File: src/rtl/core/zsaf_pkg.sv
`default_nettype none
package zsaf_pkg;

   // command codes
   localparam logic [2:0] FN_OPEN   = 3'd0;
   localparam logic [2:0] FN_BEGIN  = 3'd1;
   localparam logic [2:0] FN_NAME   = 3'd2;
   localparam logic [2:0] FN_DATA   = 3'd3;
   localparam logic [2:0] FN_END    = 3'd4;
   localparam logic [2:0] FN_FINISH = 3'd5;
   localparam logic [2:0] FN_ABORT  = 3'd6;

   // record kinds
   localparam logic [2:0] RK_NONE   = 3'd0;
   localparam logic [2:0] RK_SINGLE = 3'd1;
   localparam logic [2:0] RK_LOCAL  = 3'd2;
   localparam logic [2:0] RK_PATCH  = 3'd3;
   localparam logic [2:0] RK_CEN    = 3'd4;
   localparam logic [2:0] RK_EOCD   = 3'd5;

   // result status
   localparam logic [1:0] ST_OK   = 2'd0;
   localparam logic [1:0] ST_REJ  = 2'd1;
   localparam logic [1:0] ST_DONE = 2'd2;

   // register map, selected by paddr bit 2
   localparam int         CSR_AW   = 3;
   localparam logic       REG_TIME = 1'b0;
   localparam logic       REG_DATE = 1'b1;

   localparam logic [15:0] STAMP_TIME_RST = 16'h0000;
   localparam logic [15:0] STAMP_DATE_RST = 16'h0021;

   localparam logic [31:0] CRC_POLY   = 32'hEDB88320;
   localparam logic [31:0] SIG_LOCAL  = 32'h04034b50;
   localparam logic [31:0] SIG_CEN    = 32'h02014b50;
   localparam logic [31:0] SIG_EOCD   = 32'h06054b50;
   localparam logic [15:0] ZIP_VER    = 16'd20;
   localparam logic [31:0] PATCH_GAP  = 32'd14;
   localparam logic [6:0]  LEN_LOCAL  = 7'd30;
   localparam logic [6:0]  LEN_PATCH  = 7'd12;
   localparam logic [6:0]  LEN_CEN    = 7'd46;
   localparam logic [6:0]  LEN_EOCD   = 7'd22;

   typedef struct packed {
      logic [15:0] stamp_time;
      logic [15:0] stamp_date;
   } cfg_type;

   typedef struct packed {
      logic exec;
      logic load;
      logic put;
      logic push;
   } ctrl_cmd_type;

   typedef struct packed {
      logic load_needed;
      logic need_name;
      logic grp_full;
      logic last;
      logic out_free;
   } dp_status_type;

endpackage
`default_nettype wire

File: src/rtl/core/zsaf_ctrl.sv
`default_nettype none
module zsaf_ctrl
   import zsaf_pkg::*;
(
   input  wire logic          clock,
   input  wire logic          reset,
   input  wire logic          req_valid,
   output logic               req_ready,
   input  dp_status_type      st,
   output ctrl_cmd_type       cmd
);

   localparam logic [2:0] S_IDLE  = 3'd0;
   localparam logic [2:0] S_LOAD  = 3'd1;
   localparam logic [2:0] S_BYTE  = 3'd2;
   localparam logic [2:0] S_NAMEW = 3'd3;
   localparam logic [2:0] S_PUSH  = 3'd4;

   logic [2:0] state_ff, state_in;

   assign req_ready = (state_ff == S_IDLE);

   always_comb begin
      state_in = state_ff;
      cmd      = '0;
      case (state_ff)
         S_IDLE: begin
            if (req_valid) begin
               cmd.exec = 1'b1;
               state_in = st.load_needed ? S_LOAD : S_BYTE;
            end
         end
         S_LOAD: begin
            cmd.load = 1'b1;
            state_in = S_BYTE;
         end
         S_BYTE: begin
            if (st.grp_full) begin
               state_in = S_PUSH;
            end else if (st.need_name) begin
               // name bytes come from memory: wait in S_NAMEW for the registered read data
               state_in = S_NAMEW;
            end else begin
               cmd.put = 1'b1;
            end
         end
         S_NAMEW: begin
            cmd.put  = 1'b1;
            state_in = S_BYTE;
         end
         S_PUSH: begin
            if (st.out_free) begin
               cmd.push = 1'b1;
               state_in = st.last ? S_IDLE : S_BYTE;
            end
         end
         default: state_in = S_IDLE;
      endcase
   end

   always_ff @(posedge clock) begin
      if (reset) state_ff <= S_IDLE;
      else state_ff <= state_in;
   end

   a_name_wait: assert property (@(posedge clock) disable iff (reset)
      (state_ff == S_BYTE && !st.grp_full && st.need_name) |=> (state_ff == S_NAMEW))
      else $error("name byte taken without read wait");
   a_last_idle: assert property (@(posedge clock) disable iff (reset)
      (cmd.push && st.last) |=> (state_ff == S_IDLE))
      else $error("controller busy after last word");
   a_one_cmd: assert property (@(posedge clock) disable iff (reset)
      $onehot0({cmd.exec, cmd.load, cmd.put, cmd.push}))
      else $error("several datapath commands at once");

endmodule
`default_nettype wire

File: config.mk
export PLATFORM = sky130hd
export DESIGN_NAME = zsaf_ctrl
export DESIGN_NICKNAME = d
export VERILOG_FILES = /design/src/rtl/core/zsaf_pkg.sv /design/src/rtl/core/zsaf_ctrl.sv
export SDC_FILE = /design/constraint.sdc
export NUM_CORES = 1
export LEC_CHECK = 0
export BUFFER_PORTS_ARGS = -buffer_cell sky130_fd_sc_hd__buf_2
export CORE_AREA = 5 5 42 44
export DETAILED_ROUTE_END_ITERATION = 10
export DIE_AREA = 0 0 47 49
export PLACE_DENSITY = 0.4
export SLEW_MARGIN = 25
export SYNTH_ARGS = -nofsm -noshare
export SYNTH_HDL_FRONTEND = slang
export SYNTH_SLANG_ARGS = --single-unit
File: constraint.sdc
create_clock -name clock -period 1.5 [get_ports clock]
set_input_delay 0.075 -clock clock [delete_from_list [all_inputs] [get_ports clock]]
set_output_delay 0.075 -clock clock [all_outputs]
set_load 0.03 [all_outputs]
==> results.toml <==
[hold_path]
min_path_cells = 2
worstHoldEndpoint = "state_ff[1]$_SDFFE_PP0P_"
hold_path_class = "input port to flop"
hp-start = "reset"

[final_layout]
nets = 51
reg_top3 = "state_ff: 3 flops"
fill_cells = 170
layout-drive-gt1-share = 0.500
finalInstanceArea_sq_um = 345
synthToLayoutAreaGrowth_pct = 36.0
top_register = "state_ff"
n_antenna_cell = 0
largest_register_ffs = 3

[synth]
ys_warn_count = 0
syn_area_sq_um = 254
syn_nets = 36
syn_inst = 28
ys_types = 19
synth-seq-cells = 3
syn-mean-instance-area_sq_um = 9.07
seq_area_frac_synth = 0.236

[setup_path]
critical_path_class = "flop to output port"
cp_slowest_stage_delay_ns = 0.54
r2r_cells = 3
required_ns = 1.42
crit_slowest_cell = "dfxtp_1"
worstReg2RegEnd = "state_ff[1]$_SDFFE_PP0P_"
crit_fanout = 10
cp_cell_sequence = "nor2b_1 -> o21a_1 -> buf_2"
r2r_slack_ns = 0.21
crit_buf_inv = 1
worst_path_dominant_cell_family = "flip-flops"
cp.arrival_ns = 1.31
worstSetupEndpointType = "output port"
cp-start-kind = "flop"
r2r_start = "state_ff[1]$_SDFFE_PP0P_"

[detailed_routing]
first_iter_violations = 2
postRouteAntennaNets = 0
num_vias = 263
vias_per_cell = 4.53
wl_per_cell_microns = 10.8
first_pass_iters = 2
drt-total-wl_microns = 625
drc_errors = 0

[sta]
skew_ns = 0.00418
fin_crit_ns = 1.39
tns_ns = 0
post-route-period-util = 0.926
fmax_mhz = 720
setup_viol = 0
drv_slew = 0
hold_viol_final = 0
hold-worst-slack_ns = 0.0545
max_slew.worst_pin.slew_ns = 0.410
rsz0062_at_grt = "false"
relSlewSlack = 0.726

[global_routing]
overflow = 0
grt_pass1_wl_microns = 1080
grt_use_total = 0.0689
grt_start_max_net_pins = 11
grt_pass1_vias = 259
grt_antenna_before_repair = 0

[clocking]
clock_latency_ns = 0.24
cts_root_buffer = "clkbuf_4"
cts_tree = "built"
postCtsHoldBufs = 0
clk_pin_slew_ns = 0.04
cts.sinks = 3
cts_resized = 0
cts_buffers = 3
cts_setup_buffers = 0
cts_buffer_depth = 2
cts-htree-levels = 1

[placed_design]
dpl_cell_area_sq_um = 319
dpl.hpwl_microns = 477
io_buffers = 12
gp_congestion = 0.706

[floorplan]
start_util = 0.181
dieHeight_microns = 49
boundaryPins = 13
dieArea_sq_um = 2300
coreArea_sq_um = 1400
die_w_microns = 47
rows = 14

[job]
cap_viol_max_count = 0

[outcome]
status = "finished, final reports clean"

[power_and_ir_drop]
p_leak_nw = 0.142
ir_drop_mv = 0.513
power_density_nw_per_um2 = 986
==> layer usage <==
| metal | part of all wire | vias to the layer above | routed length, microns | global-route usage |
|---|---|---|---|---|
| met5 | 0 | - | 0 | 0 |
| met4 | 0.030 | 0 | 19 | 0.0553 |
| met3 | 0.098 | 2 | 61 | 0.0517 |
| met2 | 0.45 | 11 | 283 | 0.0814 |
| met1 | 0.42 | 117 | 260 | 0.0788 |
| li1 | - | 133 | - | - |
==> cell families after synthesis <==
logic type	after synthesis	synth area share
buffers and inverters	3	0.108
AND/OR/NAND/NOR	16	0.419
AO/OA/AOI/OAI	6	0.237
flip-flops	3	0.236
==> cell type report <==
class,instances,area [sq um],area share
timing repair buffer,13,67.6,0.196
sequential,3,60.1,0.174
tap,16,20.0,0.0580
multi-input combinational,22,171,0.496
clock buffer,4,26.3,0.0761
==> Yosys cell counts <==
cell type,n,area share
nor2_1,4,0.059
a21boi_0,1,0.030
and2_1,1,0.025
nor2b_2,1,0.034
nor3b_1,1,0.030
a2111oi_2,2,0.12
nor3_1,3,0.059
nand2_1,1,0.015
nand3b_1,1,0.030
buf_2,1,0.020
a22oi_1,1,0.030
dfxtp_1,3,0.24
nor4_1,1,0.025
buf_6,2,0.089
nor4b_4,1,0.094
o21bai_1,1,0.030
nor2b_1,1,0.025
and3_1,1,0.025
o21a_1,1,0.030
==> metrics by stage <==
step | std cells | util | total power, mW | setup slack [ns]
6_report | 58 | 0.246 | 0.340 | 0.111
5_1_grt | 58 | 0.246 | 0.363 | 0.0189
4_1_cts | 58 | 0.246 | 0.346 | 0.100
3_5_place_dp | 54 | 0.228 | 0.197 | 0.213
3_3_place_gp | 54 | 0.228 | 0.198 | 0.226
2_1_floorplan | 28 | - | 0.174 | 0.115
==> worst max-delay path by stage <==
stage          slack [ns]                     start  cells after the start                       end
2_1_floorplan        0.12  state_ff[2]$_SDFFE_PP0P_                      3                    cmd[3]
3_3_place_gp         0.23  state_ff[1]$_SDFFE_PP0P_                      3  state_ff[1]$_SDFFE_PP0P_
3_5_place_dp         0.21  state_ff[1]$_SDFFE_PP0P_                      3  state_ff[1]$_SDFFE_PP0P_
4_1_cts              0.10  state_ff[1]$_SDFFE_PP0P_                      3                    cmd[1]
5_1_grt              0.02  state_ff[1]$_SDFFE_PP0P_                      3                    cmd[1]
6_report             0.11  state_ff[1]$_SDFFE_PP0P_                      3                    cmd[1]
==> power breakdown <==
group	switching (mW)	internal, mW	leakage, nW
Sequential	0.0149	0.0861	0.0246
Combinational	0.0532	0.0401	0.102
Clock	0.0461	0.100	0.0150
==> placed cells by master (no fill, tap or decap) <==
master	n
nand2_1	1
nor2b_1	1
nor3_1	2
nor2b_2	1
nor3b_1	1
a2111oi_2	2
clkbuf_4	3
buf_2	12
nor4b_4	1
nor4_1	1
o21a_1	1
dfxtp_1	3
o21bai_1	1
nor3_2	1
nand3b_1	1
buf_4	1
and3_1	1
clkbuf_1	1
and2_1	1
a21boi_0	1
a22oi_1	1
nor2_1	4
Power figures use the tool's default switching activity.
