===== src/rtl/core/zsaf_pkg.sv =====
`default_nettype none
package zsaf_pkg;

   // command codes
   localparam logic [2:0] FN_OPEN   = 3'd0;
   localparam logic [2:0] FN_BEGIN  = 3'd1;
   localparam logic [2:0] FN_NAME   = 3'd2;
   localparam logic [2:0] FN_DATA   = 3'd3;
   localparam logic [2:0] FN_END    = 3'd4;
   localparam logic [2:0] FN_FINISH = 3'd5;
   localparam logic [2:0] FN_ABORT  = 3'd6;

   // record kinds
   localparam logic [2:0] RK_NONE   = 3'd0;
   localparam logic [2:0] RK_SINGLE = 3'd1;
   localparam logic [2:0] RK_LOCAL  = 3'd2;
   localparam logic [2:0] RK_PATCH  = 3'd3;
   localparam logic [2:0] RK_CEN    = 3'd4;
   localparam logic [2:0] RK_EOCD   = 3'd5;

   // result status
   localparam logic [1:0] ST_OK   = 2'd0;
   localparam logic [1:0] ST_REJ  = 2'd1;
   localparam logic [1:0] ST_DONE = 2'd2;

   // register map, selected by paddr bit 2
   localparam int         CSR_AW   = 3;
   localparam logic       REG_TIME = 1'b0;
   localparam logic       REG_DATE = 1'b1;

   localparam logic [15:0] STAMP_TIME_RST = 16'h0000;
   localparam logic [15:0] STAMP_DATE_RST = 16'h0021;

   localparam logic [31:0] CRC_POLY   = 32'hEDB88320;
   localparam logic [31:0] SIG_LOCAL  = 32'h04034b50;
   localparam logic [31:0] SIG_CEN    = 32'h02014b50;
   localparam logic [31:0] SIG_EOCD   = 32'h06054b50;
   localparam logic [15:0] ZIP_VER    = 16'd20;
   localparam logic [31:0] PATCH_GAP  = 32'd14;
   localparam logic [6:0]  LEN_LOCAL  = 7'd30;
   localparam logic [6:0]  LEN_PATCH  = 7'd12;
   localparam logic [6:0]  LEN_CEN    = 7'd46;
   localparam logic [6:0]  LEN_EOCD   = 7'd22;

   typedef struct packed {
      logic [15:0] stamp_time;
      logic [15:0] stamp_date;
   } cfg_type;

   typedef struct packed {
      logic exec;
      logic load;
      logic put;
      logic push;
   } ctrl_cmd_type;

   typedef struct packed {
      logic load_needed;
      logic need_name;
      logic grp_full;
      logic last;
      logic out_free;
   } dp_status_type;

endpackage
`default_nettype wire


===== src/rtl/core/zsaf_csr.sv =====
`default_nettype none
module zsaf_csr
   import zsaf_pkg::*;
(
   input  wire logic              clock,
   input  wire logic              reset,
   input  wire logic              csr_psel,
   input  wire logic              csr_penable,
   input  wire logic              csr_pwrite,
   input  wire logic [CSR_AW-1:0] csr_paddr,
   input  wire logic [31:0]       csr_pwdata,
   output logic [31:0]            csr_prdata,
   output logic                   csr_pready,
   output cfg_type                cfg
);

   logic [15:0] stamp_time_ff, stamp_time_in;
   logic [15:0] stamp_date_ff, stamp_date_in;
   logic        wr_en;

   assign csr_pready = 1'b1;
   assign wr_en      = csr_psel && csr_penable && csr_pwrite;

   always_comb begin
      stamp_time_in = stamp_time_ff;
      stamp_date_in = stamp_date_ff;
      if (wr_en) begin
         if (csr_paddr[2] == REG_TIME) stamp_time_in = csr_pwdata[15:0];
         else stamp_date_in = csr_pwdata[15:0];
      end
   end

   always_ff @(posedge clock) begin
      if (reset) begin
         stamp_time_ff <= STAMP_TIME_RST;
         stamp_date_ff <= STAMP_DATE_RST;
      end else begin
         stamp_time_ff <= stamp_time_in;
         stamp_date_ff <= stamp_date_in;
      end
   end

   assign csr_prdata      = (csr_paddr[2] == REG_TIME) ? {16'h0000, stamp_time_ff}
                                                       : {16'h0000, stamp_date_ff};
   assign cfg.stamp_time  = stamp_time_ff;
   assign cfg.stamp_date  = stamp_date_ff;

endmodule
`default_nettype wire


===== config.mk =====
export PLATFORM = sky130hd
export DESIGN_NAME = zsaf_csr
export DESIGN_NICKNAME = d
export VERILOG_FILES = /design/src/rtl/core/zsaf_pkg.sv /design/src/rtl/core/zsaf_csr.sv
export SDC_FILE = /design/constraint.sdc
export NUM_CORES = 1
export LEC_CHECK = 0
export BUFFER_PORTS_ARGS = -buffer_cell sky130_fd_sc_hd__buf_2
export CAP_MARGIN = 10
export CORE_UTILIZATION = 43
export DETAILED_ROUTE_END_ITERATION = 6
export GPL_TIMING_DRIVEN = 0
export PLACE_DENSITY = 0.88
export SYNTH_ARGS = -nofsm -noshare
export SYNTH_HDL_FRONTEND = slang
export SYNTH_SLANG_ARGS = --single-unit

===== constraint.sdc =====
create_clock -name clock -period 1.17 [get_ports clock]
set_input_delay 0.1755 -clock clock [delete_from_list [all_inputs] [get_ports clock]]
set_output_delay 0.1755 -clock clock [all_outputs]
set_load 0.02 [all_outputs]

==> metrics.md <==
| Metric | Value |
|---|---|
| Run status | `finished with violations` |
| Failing checks | `negative setup slack` |
| Top_reg_cell synth | `dfxtp_1` |
| Non-Filler Instances | `around 320` |
| Slowest-stage cell, CP | `dfxtp_1` |
| Area Growth Syn to Fin | `57.0%` |
| Fill count | `about 300` |
| DRT antenna net count | `0` |
| Max-Cap Viols | `0` |
| PwrDens | `between 900 and 1000 mW/mm^2` |
| Crit-path cells | `mux2_4, buf_6` |
| GRT overflow | `0` |
| Antenna diode count | `0` |
| Seq/Total Area, Yosys | `0.379` |
| Startpoint Class | `flip-flop` |
| Synth async-reset ratio | `0` |
| CP peak stage delay | `around 0.34 ns` |
| Final count of hold timing violations | `0` |
| Crit path kind | `reg2out` |
| Overall routed net length | `approximately 4200 um` |
| CTS root buf | `clkbuf_8` |
| FP Rows | `22` |
| Distinct cells, synth | `13` |
| First DRT Iteration DRCs | `19` |
| Core Region | `between 0.003 and 0.004 mm^2` |
| Sum of buffers and inverters on the critical path | `1` |
| Post-synth top cells | `46 x nand2b_1, 32 x dfxtp_1, 32 x mux2i_1, 19 x buf_4, 16 x mux2_2` |
| RSZ-0062 raised after global routing | `yes` |
| Final setup TNS | `-0.127 ns` |
| H-tree depth | `2` |
| Count leader, synth | `nand2b_1` |
| Total GRT Usage | `0.209` |
| Gpl congestion | `about 0.71` |
| FMAX | `831 MHz` |
| Routed wire per std cell | `~13 um` |
| Nets | `around 320` |
| Arrival time worst endpoint | `approximately 1.0 ns` |
| Tmin final | `roughly 1.2 ns` |
| Synth Instances | `around 160` |
| Cell depth of the worst setup path | `2` |
| Setup-failing EPs final | `12` |
| Hold WS | `between 0.15 and 0.2 ns` |
| Worst setup margin | `-0.0329 ns` |
| Die height | `about 65 um` |
| Hold buffers post-CTS | `0` |
| Net Switching | `between 600 and 700 uW` |
| CTS tree | `done` |
| Layout cells sized above 1 | `0.594` |
| Synth top area share | `0.379` |
| Comb pwr share | `0.195` |
| Top cell family by delay on the critical path | `flip-flops` |
| Synth area leader | `dfxtp_1` |
| Worst endpoint required time | `roughly 0.99 ns` |
| VDD IR-drop max | `approximately 0.78 mV` |
| Number of global-route vias before repair | `~1400` |
| Die ar. | `0.00419 mm^2` |
| Mean Syn Cell Area | `around 10 um^2` |
| FF+latch area | `676 um^2` |
| CP max FO | `3` |
| Synth area leaders | `dfxtp_1 38%, mux2i_1 19%, nand2b_1 17%` |
| CTS Buf Count | `5` |
| Post-synth EDFFs | `0` |
| WHS Path Cells | `3` |
| I/O pin count | `105` |
| Initial antenna violation count | `1` |
| CTS Buffer Depth | `2` |
| Vias | `about 1500` |
| Hold Path Class | `in2reg` |
| FF-to-FF path depth | `3` |
| Fin util | `0.714` |
| Final instance area | `around 0.0027 mm^2` |
| Synth Warn # | `0` |
| Dpl hpwl | `approximately 2600 um` |
| Flop pwr share | `0.455` |
| Clk pwr share | `0.351` |
| Sw frac | `0.261` |
| Worst skew pair latency | `~0.28 ns` |
| Internal | `1.84 mW` |
| Final slew viol count | `0` |
| P_leak | `1.39 nW` |
| Dpl cells | `between 200 and 300` |
| First-pass GRT wire length | `6580 um` |
| Tcrit/Tclk final | `1.03` |
| Cell area after synthesis | `between 0.0015 and 0.002 mm^2` |
| Reg clk slew, reported paths | `approximately 0.070 ns` |
| DP Area | `roughly 0.0021 mm^2` |
| Die Span X | `about 65 um` |
| DRC errors left | `0` |
| Vias/cell | `4.58` |
| Setup crit end kind | `output port` |
| Area of the multi-input gates | `approximately 980 um^2` |
| Clock Skew | `0 ns` |
| First-pass DRT Iterations | `4` |
| Clk sink count | `32` |
| #FFs+latches synth | `32` |
| Largest net degree at the start of global routing | `11` |
| Initial Util | `0.455` |
| Port bufs | `between 60 and 70` |
-- cells by family (layout without fill, tap and decap cells) --
kind of cell / count (synthesis) / count (layout) / synth area share
AND/OR/NAND/NOR: 54 / 54 / 0.212
multiplexers: 48 / 48 / 0.296
flip-flops: 32 / 32 / 0.379
buffers and inverters: 26 / 125 / 0.109
other: 2 / 17 / 0.00444
-- worst paths after layout --
path,from,to,slack (ns)
min reg2reg,stamp_date_ff[2],stamp_date_ff[2],0.48
max reg2reg,stamp_date_ff[0],stamp_date_ff[0],0.43
min,csr_pwdata[5],stamp_time_ff[5],0.16
max,stamp_date_ff[12],csr_prdata[12],-0.03
-- stage by stage --
stage                     setup slack, ns  total power [mW]
after CTS                         -0.0215              2.48
after detailed placement           -0.174              1.54
after global routing              -0.0508              2.59
after floorplan                     0.113              1.43
after global placement             -0.171              1.54
final                             -0.0329              2.49
-- tightest hold or removal path: cells and delay by family --
kind,cells,cell delay (ns)
buffers and inverters,1,0.10
and+or+nand+nor,1,0.06
muxes,1,0.06
-- power by group through the flow --
stage | Combinational [mW] | Clock, mW | Sequential (mW)
after CTS | 0.476 | 0.874 | 1.13
after floorplan | 0.251 | 0 | 1.18
after detailed placement | 0.388 | 0 | 1.16
final | 0.486 | 0.874 | 1.13
after global placement | 0.383 | 0 | 1.15
after global routing | 0.516 | 0.936 | 1.14
-- metal layers --
layer  share of wire  global-route usage  vias up
met2            0.51               0.374       55
met5               0                   0        -
li1                -                   -      735
met1            0.41               0.235      690
met4           0.010              0.0750        0
met3           0.063              0.0546        5
-- sequential cells by signal (all words and copies together), names as in the netlist --
signal and count:
stamp_date_ff 16, stamp_time_ff 16
-- cell usage in the layout, fill, tap and decap left out --
cell type	Yosys	final
and4_1	1	1
and4b_1	1	1
buf_16	0	1
buf_2	0	51
buf_4	19	38
buf_6	2	19
buf_8	0	3
clkbuf_1	5	7
clkbuf_8	0	6
conb_1	2	17
dfxtp_1	32	4
dfxtp_2	0	28
mux2_4	0	16
mux2i_1	32	32
nand2b_1	46	46
nand4_2	1	1
nand4b_4	1	1
nor2_1	4	4
-- final cells by class --
class | count | share of cell area
Multi-Input combinational cell | 119 | 0.370
Sequential cell | 32 | 0.255
Timing Repair Buffer | 91 | 0.244
Buffer | 26 | 0.0750
Clock buffer | 8 | 0.0339
Tap cell | 48 | 0.0226
-- timing repair --
| action | in CTS | in global routing |
|---|---|---|
| endpoints found under the setup margin | 16 | 16 |
| setup buffers | 20 | 2 |
| gates cloned | 1 | 0 |
| resized for setup | 76 | 8 |
(Power assumes the default switching activity.)
